<file path="src/rtl/set_assoc_cache_tag_lookup_core_macros.svh">
// Assertion macros used by the cache tag lookup top level.
`ifndef SET_ASSOC_CACHE_TAG_LOOKUP_CORE_MACROS_SVH
`define SET_ASSOC_CACHE_TAG_LOOKUP_CORE_MACROS_SVH

// Plain property, sampled on clock, ignored while reset is high.
`define SCATL_ASSERT(lbl, prop) \
   lbl: assert property (@(posedge clock) disable iff (reset) (prop)) \
      else $error("scatl assertion failed");

// Cause in one cycle, effect in the next.
`define SCATL_ASSERT_NEXT(lbl, cause, effect) \
   lbl: assert property (@(posedge clock) disable iff (reset) (cause) |=> (effect)) \
      else $error("scatl assertion failed");

`endif

</file>
<file path="src/rtl/scatl_pkg.sv">
// Package of the cache tag lookup: default geometry, counter limit, helpers.
`timescale 1ns / 1ps
package scatl_pkg;

   localparam int WAYS_DEF        = 4;
   localparam int SETS_DEF        = 64;
   localparam int BLOCK_BYTES_DEF = 64;
   localparam int ADDR_BITS_DEF   = 32;

   localparam int          ADDR_PORT_W = 32;
   localparam logic [31:0] CNT_MAX     = 32'hFFFF_FFFF;

   // floor(log2(v)), zero for v <= 1; used at elaboration only
   function automatic int floor_log2(input longint v);
      int     n;
      longint x;
      n = 0;
      x = v;
      while (x > 1) begin
         x = x >> 1;
         n = n + 1;
      end
      return n;
   endfunction

   // bits needed to number 'n' items, at least one
   function automatic int index_width(input int n);
      return (n > 1) ? $clog2(n) : 1;
   endfunction

endpackage

</file>
<file path="src/rtl/scatl_lookup.sv">
// Tag compare, victim choice and line / policy update for one set.
`timescale 1ns / 1ps
module scatl_lookup #(
   parameter int WAYS  = scatl_pkg::WAYS_DEF,
   parameter int WAY_W = 2,
   parameter int TAG_W = 20
) (
   input  logic [TAG_W-1:0]              tag,
   input  logic                          is_write,
   input  logic                          replace_lru,
   input  logic [WAYS*(TAG_W+1)-1:0]     line_old,
   input  logic [WAYS-1:0]               valid_old,
   input  logic [(WAYS+1)*WAY_W-1:0]     pol_old,
   output logic                          hit,
   output logic [WAY_W-1:0]              target,
   output logic [WAYS*(TAG_W+1)-1:0]     line_new,
   output logic [WAYS-1:0]               valid_new,
   output logic [(WAYS+1)*WAY_W-1:0]     pol_new
);

   localparam int LW = TAG_W + 1;

   logic [WAY_W-1:0] rec     [WAYS];
   logic [WAY_W-1:0] rec_new [WAYS];
   logic [WAY_W-1:0] ptr;
   logic [WAY_W-1:0] hit_way;
   logic [WAY_W-1:0] free_way;
   logic [WAY_W-1:0] victim;
   logic [WAY_W-1:0] pos;
   logic             free_found;
   logic             pos_found;

   always_comb begin
      for (int i = 0; i < WAYS; i++) begin
         rec[i] = pol_old[i*WAY_W +: WAY_W];
      end
      ptr = pol_old[WAYS*WAY_W +: WAY_W];

      // first valid way holding the tag
      hit     = 1'b0;
      hit_way = '0;
      for (int w = 0; w < WAYS; w++) begin
         if (!hit && valid_old[w] && (line_old[w*LW +: TAG_W] == tag)) begin
            hit     = 1'b1;
            hit_way = WAY_W'(w);
         end
      end

      // lowest invalid way
      free_found = 1'b0;
      free_way   = '0;
      for (int w = 0; w < WAYS; w++) begin
         if (!free_found && !valid_old[w]) begin
            free_found = 1'b1;
            free_way   = WAY_W'(w);
         end
      end

      victim = replace_lru ? rec[WAYS-1] : ptr;
      if (32'(victim) >= WAYS) begin
         victim = '0;
      end

      if (hit) begin
         target = hit_way;
      end else if (free_found) begin
         target = free_way;
      end else begin
         target = victim;
      end

      // move target to the front of the recency list
      pos       = WAY_W'(WAYS - 1);
      pos_found = 1'b0;
      for (int i = 0; i < WAYS; i++) begin
         if (!pos_found && (rec[i] == target)) begin
            pos_found = 1'b1;
            pos       = WAY_W'(i);
         end
      end
      rec_new[0] = target;
      for (int i = 1; i < WAYS; i++) begin
         rec_new[i] = (i <= 32'(pos)) ? rec[i-1] : rec[i];
      end

      // only the selected policy's state moves
      pol_new = pol_old;
      if (replace_lru) begin
         for (int i = 0; i < WAYS; i++) begin
            pol_new[i*WAY_W +: WAY_W] = rec_new[i];
         end
      end else if (!hit) begin
         pol_new[WAYS*WAY_W +: WAY_W] = (32'(ptr) == WAYS - 1) ? '0 : ptr + 1'b1;
      end

      line_new  = line_old;
      valid_new = valid_old;
      for (int w = 0; w < WAYS; w++) begin
         if (WAY_W'(w) == target) begin
            if (hit) begin
               if (is_write) begin
                  line_new[w*LW + TAG_W] = 1'b1;
               end
            end else begin
               line_new[w*LW +: TAG_W] = tag;
               line_new[w*LW + TAG_W]  = is_write;
               valid_new[w]            = 1'b1;
            end
         end
      end
   end

endmodule

</file>
<file path="config.mk">
export PLATFORM = sky130hd
export DESIGN_NAME = scatl_lookup
export DESIGN_NICKNAME = d
export VERILOG_FILES = /design/src/rtl/set_assoc_cache_tag_lookup_core_macros.svh /design/src/rtl/scatl_pkg.sv /design/src/rtl/scatl_lookup.sv
export SDC_FILE = /design/constraint.sdc
export NUM_CORES = 1
export LEC_CHECK = 0
export ABC_CLOCK_PERIOD_IN_PS = 11600
export BUFFER_PORTS_ARGS = -buffer_cell sky130_fd_sc_hd__clkbuf_2
export CORE_AREA = 2 2 86 88
export DETAILED_ROUTE_END_ITERATION = 10
export DIE_AREA = 0 0 88 90
export PLACE_DENSITY_LB_ADDON = 0.1
export SLEW_MARGIN = 40
export SYNTH_ARGS = -nofsm -noshare
export SYNTH_HDL_FRONTEND = slang
export SYNTH_SLANG_ARGS = --single-unit
</file>
<file path="constraint.sdc">
create_clock -name vclk -period 11.6
set_input_delay 2.32 -clock vclk [all_inputs]
set_output_delay 2.32 -clock vclk [all_outputs]
set_load 0.005 [all_outputs]
</file>
==> impl_metrics.ini <==
[run_status]
outcome = finished, final reports clean

[synth]
avgSynthCellArea_um2 = 8.53
yosys_warnings = 0
post-synth-top-area-fraction_pct = 35.8
synth_top_cell_by_area = mux2_2
yosysSeqAreaShare_pct = 0
synthTopCellsByArea = mux2_2 (36%), xnor2_1 (21%), nand4_1 (5.8%), xor2_1 (4.9%), buf_2 (3.5%)
synth_nets = 438
netlist-cell-type-count = 46
synth_common_cells = mux2_2 (86), xnor2_1 (65), nand4_1 (25), buf_2 (19), xor2_1 (15)
synth_area_um2 = 2710
yosysMostFrequentCell = mux2_2
syn_inst = 317

[layout]
nFillCells = 704
drive_gt1_share_pct = 64.7
seq_cell_count = 0
layout.nets = 630
utilization_pct = 53.6
multi_input_area_um2 = 2510
area_delta_synth_final_pct = 39.2
diodes = 0
clock_buffer_count = 0
seqCellArea_um2 = 0

[flow_run]
cap_violations = 0

[global_route]
met1_usage_pct = 29.0
overflow = 0
grt_pass1_wl_mm = 15.6
use_met3_pct = 1.01
busiest_layer = met2
met2_usage_pct = 49.4
grt_max_degree = 23
antenna_found_initial = 0
grt_pass1_vias = 3134
grt_usage_pct = 24.8

[sta]
hold_violations = 0
rsz0062_at_grt = false
fin_crit_ns = 8.02
fin_hold_ws_ns = 4.94
setup_tns_ns = 0
setup_viol = 0
slew_violations = 0
fmax_mhz = 125
slew_headroom_pct = 53.4
period_share_pct = 69.1
worst_slew_pin_slew_ns = 0.698
fin_ws_ns = 3.58

[cts]
postCtsHoldBufs = 0
ctsResizeCount = 0
cts_setup_buffers = 0

[route]
first_pass_iters = 4
vias_per_cell = 5.19
drt-total-wl_mm = 10.5
ant_nets = 0
drc = 0
drtIter0Drc = 83
vias = 3148
wire_per_inst_um = 17.4

[worst_setup_path]
crit_required_ns = 9.28
crit_chain = clkbuf_2, xnor2_1, nand4_1, nor4_1, and4_1, a21oi_1, nor2_2, inv_1, nor2_4, mux2_2, clkbuf_2
max_stage_delay_ns = 0.62
worst_path_most_repeated_cell = clkbuf_2
path_class = primary input to output pin
crit_fanout = 22
cp-start-kind = primary input
worst_path_max_delay_cell = nor2_4
end_kind = output pin
arrival_ns = 5.70

[die]
start_util_pct = 38.5
die_w_um = 88
die_y_um = 90
num_rows = 31
dieArea_um2 = 7920
core_area_um2 = 7020
io_pins = 221

[min_path]
whs_endpoint = line_new[20]
hold_path_startpoint = line_old[20]
hp-class = primary input to output pin
whs_path_depth = 4

[place]
gp_congestion = 0.848
port_buffers = 221
dp_slack_ns = 3.59
dp_hpwl_mm = 8.95

[power]
totalPowerFinal_uw = 170
leakage_uw = 0.00171
powerDensity_nw_per_um2 = 45.3
peakVddDrop_uv = 23.2
==> logic make-up after synthesis <==
| family | share of synthesized area [%] |
|---|---|
| buffers and inverters | 8.42 |
| multiplexers | 37.0 |
| XOR/XNOR | 28.9 |
| adder cells (fa/ha/maj) | 0.462 |
| AND/OR/NAND/NOR | 18.3 |
| AO/OA/AOI/OAI | 6.94 |
==> layout make-up <==
cell class                 instances  area share [%]
multi-input combinational        279            66.6
timing repair buffer             221            29.4
inverter                           7           0.698
tap                               99            3.29
==> critical path: cells and delay by family <==
family                    cells  cell delay [ns]
AOI/OAI and AO/OA             1             0.12
xor gates and xnor gates      1             0.28
buffers and inverters         3             0.63
muxes                         1             0.42
and+or+nand+nor               5             1.90
==> metal layers <==
metal | part of all wire, % | vias up
met3 | 5.4 | 8
met4 | 0.96 | 0
li1 | - | 1537
met1 | 40 | 1467
met5 | 0 | -
met2 | 54 | 136
==> worst max-delay path by stage <==
stage                 start            to  slack, ns  depth (start not counted)
floorplan           tag[10]  line_new[43]       4.71                         10
global route         tag[2]  line_new[67]       3.40                         11
CTS                  tag[5]  line_new[21]       3.58                         11
finish               tag[5]  line_new[21]       3.58                         11
detailed placement   tag[5]  line_new[21]       3.59                         11
global placement     tag[5]  line_new[67]       3.23                         11
==> power breakdown <==
part           switching, uW  internal [uW]
clock network              0              0
logic                   84.9           85.6
registers                  0              0
total                   84.9           85.6
==> placed cells by master (no fill, tap or decap), drive strengths merged, types with 2 or more instances in the layout <==
cell,instances
and4,2
inv,7
nor2,5
nand2,10
nand4,25
and3,2
mux2,88
nor4b,3
o21ai,5
nor3,3
a21o,2
xnor2,69
or2,4
a211oi,2
or3b,2
nor4,10
nand3,11
clkbuf,221
o22ai,3
xor2,16
==> per-stage QoR <==
stage / instance area (um2) / instances
finish: 3770 / 606
global route: 3770 / 606
CTS: 3770 / 606
detailed placement: 3770 / 606
global placement: 3740 / 606
floorplan: 2710 / 317
Note: power is estimated with default switching activity, not from simulation.
