`src/rtl/set_assoc_cache_tag_lookup_core_macros.svh`:
```
// Assertion macros used by the cache tag lookup top level.
`ifndef SET_ASSOC_CACHE_TAG_LOOKUP_CORE_MACROS_SVH
`define SET_ASSOC_CACHE_TAG_LOOKUP_CORE_MACROS_SVH

// Plain property, sampled on clock, ignored while reset is high.
`define SCATL_ASSERT(lbl, prop) \
   lbl: assert property (@(posedge clock) disable iff (reset) (prop)) \
      else $error("scatl assertion failed");

// Cause in one cycle, effect in the next.
`define SCATL_ASSERT_NEXT(lbl, cause, effect) \
   lbl: assert property (@(posedge clock) disable iff (reset) (cause) |=> (effect)) \
      else $error("scatl assertion failed");

`endif

```
`src/rtl/scatl_pkg.sv`:
```
// Package of the cache tag lookup: default geometry, counter limit, helpers.
`timescale 1ns / 1ps
package scatl_pkg;

   localparam int WAYS_DEF        = 4;
   localparam int SETS_DEF        = 64;
   localparam int BLOCK_BYTES_DEF = 64;
   localparam int ADDR_BITS_DEF   = 32;

   localparam int          ADDR_PORT_W = 32;
   localparam logic [31:0] CNT_MAX     = 32'hFFFF_FFFF;

   // floor(log2(v)), zero for v <= 1; used at elaboration only
   function automatic int floor_log2(input longint v);
      int     n;
      longint x;
      n = 0;
      x = v;
      while (x > 1) begin
         x = x >> 1;
         n = n + 1;
      end
      return n;
   endfunction

   // bits needed to number 'n' items, at least one
   function automatic int index_width(input int n);
      return (n > 1) ? $clog2(n) : 1;
   endfunction

endpackage

```
`src/rtl/scatl_repl_store.sv`:
```
// Replacement store: recency list and fifo pointer memory per set.
`timescale 1ns / 1ps
module scatl_repl_store #(
   parameter int SETS  = scatl_pkg::SETS_DEF,
   parameter int WAYS  = scatl_pkg::WAYS_DEF,
   parameter int WAY_W = 2
) (
   input  logic                                  clock,
   input  logic                                  reset,
   input  logic                                  rd_en,
   input  logic [scatl_pkg::index_width(SETS)-1:0] rd_set,
   output logic [(WAYS+1)*WAY_W-1:0]             rd_word,
   input  logic                                  wr_en,
   input  logic [scatl_pkg::index_width(SETS)-1:0] wr_set,
   input  logic [(WAYS+1)*WAY_W-1:0]             wr_word
);

   localparam int WORD_W = (WAYS + 1) * WAY_W;

   logic [WORD_W-1:0] pol_mem [SETS];
   logic              init_ff [SETS];
   logic [WORD_W-1:0] rd_word_ff;
   logic              rd_init_ff;
   logic [WORD_W-1:0] reset_word;

   always_ff @(posedge clock) begin
      if (wr_en) begin
         pol_mem[wr_set] <= wr_word;
      end
      if (rd_en) begin
         rd_word_ff <= pol_mem[rd_set];
      end
   end

   // a set never written reads as its reset policy state
   always_ff @(posedge clock) begin
      if (reset) begin
         for (int s = 0; s < SETS; s++) begin
            init_ff[s] <= 1'b0;
         end
         rd_init_ff <= 1'b0;
      end else begin
         if (wr_en) begin
            init_ff[wr_set] <= 1'b1;
         end
         if (rd_en) begin
            rd_init_ff <= init_ff[rd_set];
         end
      end
   end

   // recency ways 0..WAYS-1, most recent first; pointer zero
   always_comb begin
      reset_word = '0;
      for (int i = 0; i < WAYS; i++) begin
         reset_word[i*WAY_W +: WAY_W] = WAY_W'(i);
      end
   end

   assign rd_word = rd_init_ff ? rd_word_ff : reset_word;

endmodule

```
`config.mk`:
```
export PLATFORM = sky130hd
export DESIGN_NAME = scatl_repl_store
export DESIGN_NICKNAME = d
export VERILOG_FILES = /design/src/rtl/set_assoc_cache_tag_lookup_core_macros.svh /design/src/rtl/scatl_pkg.sv /design/src/rtl/scatl_repl_store.sv
export SDC_FILE = /design/constraint.sdc
export NUM_CORES = 1
export LEC_CHECK = 0
export ABC_AREA = 1
export BUFFER_PORTS_ARGS = -buffer_cell sky130_fd_sc_hd__buf_2
export CAP_MARGIN = 15
export CORE_MARGIN = 2
export CORE_UTILIZATION = 56
export DETAILED_ROUTE_END_ITERATION = 8
export GPL_TIMING_DRIVEN = 1
export PLACE_DENSITY = 0.74
export SYNTH_ARGS = -nofsm -noshare
export SYNTH_HDL_FRONTEND = slang
export SYNTH_SLANG_ARGS = --single-unit
```
`constraint.sdc`:
```
create_clock -name clock -period 6.9 [get_ports clock]
set_input_delay 1.38 -clock clock [delete_from_list [all_inputs] [get_ports clock]]
set_output_delay 1.38 -clock clock [all_outputs]
set_load 0.03 [all_outputs]
```
==> reports/metrics.csv, run 1 <==
stage;metric;value;unit
die;start_util;56.86;%
synth;synth_fp_nets;2474;
die;chipHeight;230.2;um
clock_network;clk_latency;0.61;ns
cells_and_area;area_growth;10.06;%
critical_path;arrival;4.33;ns
synth;synthesis.area;0.02864;sq mm
clock_network;numCtsBuffers;72;
routing;drt-wirelength-per-cell;23.48;um
critical_path;reg2reg_from;pol_mem[14][0];
critical_path;r2r_cells;8;
sta;slew_headroom;19.60;%
synth;synth_largest_area_cell;edfxtp_1;
die;dieArea;0.05298;sq mm
critical_path;crit_path_start_kind;input pin;
sta;rsz0062_at_grt;no;
critical_path;path_buf_inv;3;
cells_and_area;final_util;62.59;%
die;fp.dieW;230.2;um
die;rows;82;
synth;ys_ff_latch;715;
global_route;grt_pass1_vias;18830;
global_route;grt_max_degree;187;
sta;max_freq;251.9;MHz
power_and_ir_drop;p_per_area;292.5;mW/mm^2
synth;synth_cell_type_count;22;
worst_hold_path;hold_start;init_ff[44];
global_route;grtUsageTotal;27.87;%
critical_path;crit_path_max_incr_delay;0.58;ns
power_and_ir_drop;seq_power_share;51.7;%
global_route;grt_overflow;0;
power_and_ir_drop;pwr-share-comb;6.0;%
routing;via_per_inst;6.189;
cells_and_area;nNetsFinal;2463;
synth;synth.top_cell.area_share;68.14;%
worst_hold_path;worst_hold_path_type;flop to flop;
cells_and_area;drive_above_1_share;7.631;%
placed_design;place_ws;2.507;ns
placed_design;gp_congestion;0.8640;
status;outcome;finished, final reports clean;
die;core_area;0.05038;sq mm
critical_path;crit_path_max_fanout;113;
clock_network;cts.sinks;715;
power_and_ir_drop;intPower;7.192;mW
clock_network;cts_tree;done;
synth;yosys-top-cells-area;edfxtp_1 68%, nor2_1 6.7%, nand2_1 5.4%;
sta;hold_ws;0.4687;ns
placed_design;numPortBuffers;35;
routing;drtAntennaViolNets;0;
clock_network;cts-root-buf;clkbuf_16;
power_and_ir_drop;peakVddDrop;0.0002696;V
routing;route.detailed.drc;0;
power_and_ir_drop;finalPower;9.222;mW
power_and_ir_drop;p_sw_share;22.01;%
clock_network;cts_max_level;3;
synth;seq_area_frac_synth;72.68;%
placed_design;dp_hpwl;38.69;mm
clock_network;clockBufferDepth;3;
critical_path;crit_top_cell;nand2_1;
critical_path;cp_cell_sequence;buf_8 > clkinv_8 > buf_4 > o21ai_0 > o22ai_1 > nand2_1 > nand2_1 > nand2_1 > nand3_1 > nand3_1 > nand2_1;
flow_run;cap_violations;0;
routing;dr.pass1.iters;6;
sta;skew;0.02065;ns
sta;worstMarginPinSlew;1.202;ns
critical_path;reg2reg_slack;5.14;ns
clock_network;cts_setup_buffers;0;
clock_network;cts_resized;0;
routing;drt-total-wl;74.25;mm
critical_path;endpoint_kind;flop;
worst_hold_path;min_path_cells;2;
power_and_ir_drop;clkPwrFrac;42.2;%
sta;layout_min_cycle_time;3.970;ns
sta;finalCritPeriodShare;57.53;%
sta;final.setup.tns;0;ns
sta;hold_viol;0;
clock_network;clkTransAtPathRegs;0.06;ns
power_and_ir_drop;p_leak;10.69;nW
critical_path;cpMaxStageDelayCell;buf_4;
sta;setup_slack;2.930;ns
sta;finalSetupViolations;0;
synth;ys_warn_count;0;
global_route;antenna_found_initial;3;
clock_network;hold_buffers;0;
sta;drv_slew;0;
critical_path;reg2reg_to;rd_word_ff[0];
critical_path;crit_family;buffers and inverters;
routing;vias;19570;
synth;syn_inst;2448;
worst_hold_path;holdPathEnd;init_ff[44];
critical_path;critPathKind;input pin to flop;
synth;syn_area_per_cell;11.70;sq um
die;boundaryPins;36;
routing;drt_iter0_markers;2606;
cells_and_area;diodes;0;
global_route;grt_pass1_wl;111.6;mm
power_and_ir_drop;p_sw;2.030;mW
critical_path;required;7.26;ns
per-layer routing:
metal	track usage, %	wire length [um]	share of wire (%)	vias up
li1	-	-	-	8683
met1	38.26	28520	38	9580
met2	43.90	35020	47	1138
met3	6.163	8153	11	163
met4	10.50	2517	3.4	6
met5	0	36	0.048	-
how the worst max path moves through the flow:
stage | depth (start not counted) | start | slack, ns | endpoint
3_5_place_dp | 11 | rd_set[0] | 2.51 | rd_word_ff[3]
6_report | 11 | rd_set[0] | 2.93 | rd_word_ff[9]
5_1_grt | 11 | rd_set[0] | 2.85 | rd_word_ff[3]
2_1_floorplan | 3 | wr_set[1] | 3.58 | pol_mem[18][0]
4_1_cts | 11 | rd_set[0] | 3.14 | rd_word_ff[3]
3_3_place_gp | 11 | rd_set[0] | 2.60 | rd_word_ff[3]
flip-flops by register name (all words and copies together) (netlist names):
signal / count
rd_init_ff: 1
rd_word_ff: 10
pol_mem: 640
init_ff: 64
cells by family (layout without fill, tap and decap cells):
logic type	Yosys count	count (layout)	synth area share, %
and+or+nand+nor	1064	1064	14.66
DFF	715	715	72.68
AOI/OAI and AO/OA	480	480	9.085
buffers and inverters	189	231	3.569
Yosys cell counts:
cell type and n:
buf_4 22, nor3_1 6, nand4_1 8, nand3_1 119
inv_1 22, o21ai_1 132, o21ai_0 188, clkinv_1 3
clkbuf_1 46, buf_8 1, edfxtp_1 650, dfxtp_1 65
inv_2 2, inv_8 1, nor4_1 8, buf_2 67
buf_6 17, o22ai_1 160, or2_2 4, buf_1 8
nand2_1 410, nor2_1 509
area by class of cell:
| cell class | count | area, sq um |
|---|---|---|
| multi-input combinational | 1544 | 6853 |
| inverter | 28 | 120.1 |
| sequential | 715 | 20820 |
| fill | 3812 | 18850 |
| clock buffer | 94 | 2001 |
| timing repair buffer | 76 | 558.0 |
| tap | 672 | 840.8 |
| clock inverter | 33 | 335.3 |
metrics by stage:
step           instances  instance area [sq um]
2_1_floorplan       2448                  28650
3_3_place_gp        3026                  29100
3_5_place_dp        3027                  29110
4_1_cts             3154                  31450
5_1_grt             3162                  31530
6_report            3162                  31530
power by group through the flow:
stage,combinational (mW),clock (mW),sequential (mW)
global placement,0.528,0,4.86
floorplan,0.338,0,4.86
global route,0.600,4.09,4.77
finish,0.557,3.89,4.77
CTS,0.545,3.92,4.77
detailed placement,0.540,0,4.86
cells in the final DEF (no fill, tap or decap), drive strengths merged:
cell type,count
o21ai,320
clkbuf,94
nand4,8
dfxtp,65
edfxtp,650
nor2,509
o22ai,160
inv,26
nand3,119
bufinv,7
clkinvlp,1
nand2,410
buf,76
nor4,8
or2,4
nor3,6
clkinv,27
worst min-delay path, cell delays in order, from the launching register on:
cell	delay, ns
dfxtp_1	0.32
nor2_1	0.05
nor2_1	0.07
No activity file was read; power rests on OpenSTA's default activity.
==> run 2: changes to the inputs <==
==> constraint.sdc (replaced) <==
create_clock -name clock -period 4.15 [get_ports clock]
set_input_delay 0.83 -clock clock [delete_from_list [all_inputs] [get_ports clock]]
set_output_delay 0.83 -clock clock [all_outputs]
set_load 0.03 [all_outputs]
==> reports/metrics.csv, run 2 (same netlist as run 1, synthesis figures left out) <==
stage;metric;value;unit;change
status;outcome;finished, final reports clean;;unchanged
sta;skew;0.02278;ns;was 0.02065 ns
clock_network;cts_setup_buffers;0;;unchanged
cells_and_area;mostFrequentLayoutCells;650 x edfxtp_1, 509 x nor2_1, 410 x nand2_1, 188 x o21ai_0, 160 x o22ai_1;;unchanged
clock_network;clockBufferDepth;3;;unchanged
clock_network;numCtsBuffers;71;;was 72
critical_path;crit_path_max_fanout;11;;was 113
clock_network;clkTransAtPathRegs;0.06;ns;about the same
global_route;grt_max_degree;177;;was 187
critical_path;critPathKind;input pin to flop;;unchanged
cells_and_area;seq_area;0.02082;sq mm;unchanged
critical_path;arrival;3.16;ns;was 4.33 ns
placed_design;numPortBuffers;35;;unchanged
sta;worstMarginPinSlew;1.126;ns;was 1.202 ns
cells_and_area;largest_register;pol_mem;;unchanged
critical_path;crit_path_start_kind;input pin;;unchanged
global_route;grt_pass1_wl;113.1;mm;was 111.6 mm
routing;drt-total-wl;75.32;mm;was 74.25 mm
power_and_ir_drop;peakVddDrop;0.0004008;V;was 0.0002696 V
die;fp.dieW;230.2;um;unchanged
clock_network;cts.sinks;715;;unchanged
global_route;grtUsageTotal;28.35;%;was 27.87%
routing;via_per_inst;6.151;;was 6.189
routing;drt-wirelength-per-cell;23.45;um;was 23.48 um
sta;finalCritPeriodShare;70.76;%;
cells_and_area;reg_top3;pol_mem x640, init_ff x64, rd_word_ff x10;;unchanged
die;boundaryPins;36;;unchanged
critical_path;crit_path_max_incr_delay;1.13;ns;was 0.58 ns
power_and_ir_drop;p_leak;10.88;nW;was 10.69 nW
sta;layout_min_cycle_time;2.936;ns;
sta;finalSetupViolations;0;;unchanged
global_route;grt_pass1_vias;19200;;was 18,830
placed_design;dp_hpwl;42.29;mm;was 38.69 mm
routing;drt_iter0_markers;2805;;was 2,606
die;core_area;0.05038;sq mm;unchanged
clock_network;hold_buffers;0;;unchanged
routing;route.detailed.drc;0;;unchanged
critical_path;cpMaxStageDelayCell;nor2_1;;was buf_4
cells_and_area;fillers;3781;;was 3,812
flow_run;cap_violations;0;;unchanged
sta;max_freq;340.5;MHz;
sta;hold_viol;0;;unchanged
clock_network;cts_max_level;3;;unchanged
worst_hold_path;worst_hold_path_type;flop to flop;;unchanged
cells_and_area;area_growth;10.88;%;was 10.06%
routing;dr.pass1.iters;5;;was 6
critical_path;cp_cell_sequence;buf_2 > inv_1 > nand4_1 > nor2_1;;was buf_8 > clkinv_8 > buf_4 > o21ai_0 > o22ai_1 > nand2_1 > nand2_1 > nand2_1 > nand3_1 > nand3_1 > nand2_1
die;start_util;56.86;%;unchanged
clock_network;cts_tree;done;;unchanged
global_route;grt_overflow;0;;unchanged
sta;slew_headroom;24.91;%;was 19.60%
placed_design;gp_congestion;0.8790;;was 0.8640
clock_network;cts_resized;0;;unchanged
routing;vias;19760;;was 19,570
die;dieArea;0.05298;sq mm;unchanged
clock_network;clk_latency;0.62;ns;was 0.61 ns
cells_and_area;final_common_cell;edfxtp_1;;unchanged
critical_path;required;4.37;ns;was 7.26 ns
die;rows;82;;unchanged
sta;final.setup.tns;0;ns;unchanged
cells_and_area;nNetsFinal;2509;;was 2,463
critical_path;endpoint_kind;flop;;unchanged
power_and_ir_drop;p_per_area;471.6;mW/mm^2;was 292.5 mW/mm^2
clock_network;cts-root-buf;clkbuf_16;;unchanged
cells_and_area;multi_input_area;0.006853;sq mm;unchanged
cells_and_area;instances_no_fill;3212;;was 3,162
cells_and_area;largest_reg_flops;640;;unchanged
routing;drtAntennaViolNets;0;;unchanged
sta;rsz0062_at_grt;no;;unchanged
die;chipHeight;230.2;um;unchanged
sta;drv_slew;0;;unchanged
global_route;antenna_found_initial;3;;unchanged
placed_design;dp.cells;3082;;was 3,027
cells_and_area;drive_above_1_share;9.374;%;was 7.631%
run 2: cell types whose count changed in the layout (fill, tap and decap cells not counted), moves of 3 or more:
cell       previous run  this run
buf_12                3         7
buf_4                34        83
buf_6                 6         0
bufinv_16             7         1
clkbuf_1             16        20
clkbuf_8              1         4
clkinv_1             15        12
clkinv_2             11        15
run 2: layout make-up:
cell class,count,share of cell area [%]
timing repair buffer,123,2.955
antenna,1,0.007879
multi-input combinational,1544,21.58
inverter,28,0.3782
clock buffer,99,6.319
tap,672,2.647
sequential,715,65.55
clock inverter,30,0.5673
run 2: where the power goes:
group          switching [mW]  internal [mW]
logic                   0.721          0.232
registers              0.0219           7.91
clock network            2.65           3.45
run 2: critical path: cells and delay by family:
kind,cells,cell delay (ns)
AND/OR/NAND/NOR,2,1.88
buffers and inverters,2,0.44
run 2: path summary, 6_finish.rpt:
check,start,endpoint,slack [ns],depth (start not counted)
worst min-delay path,init_ff[52],init_ff[52],0.47,2
worst min register to register,init_ff[52],init_ff[52],0.47,2
worst max-delay path,wr_set[0],pol_mem[2][6],1.21,4
worst max register to register,pol_mem[46][8],rd_word_ff[8],2.46,8
run 2: metrics by stage:
step / power, mW / util [%] / hold WS (ns) / worst slack (ns) / cell area (sq um)
floorplan: 8.636 / - / 0.4407 / 1.380 / 28650
global placement: 8.994 / 58.70 / 0.4497 / 0.8956 / 29570
detailed placement: 9.010 / 58.70 / 0.4577 / 0.7403 / 29570
CTS: 15.01 / 63.04 / 0.4708 / 1.385 / 31760
global route: 15.37 / 63.04 / 0.4901 / 1.221 / 31760
finish: 14.98 / 63.05 / 0.4681 / 1.214 / 31760
run 2: per-layer routing:
metal	vias to the layer above	track usage [%]	share of wire [%]
met3	187	5.394	10
li1	8787	-	-
met4	4	12.44	3.7
met2	1168	43.91	46
met5	-	0	0.035
met1	9610	39.51	40
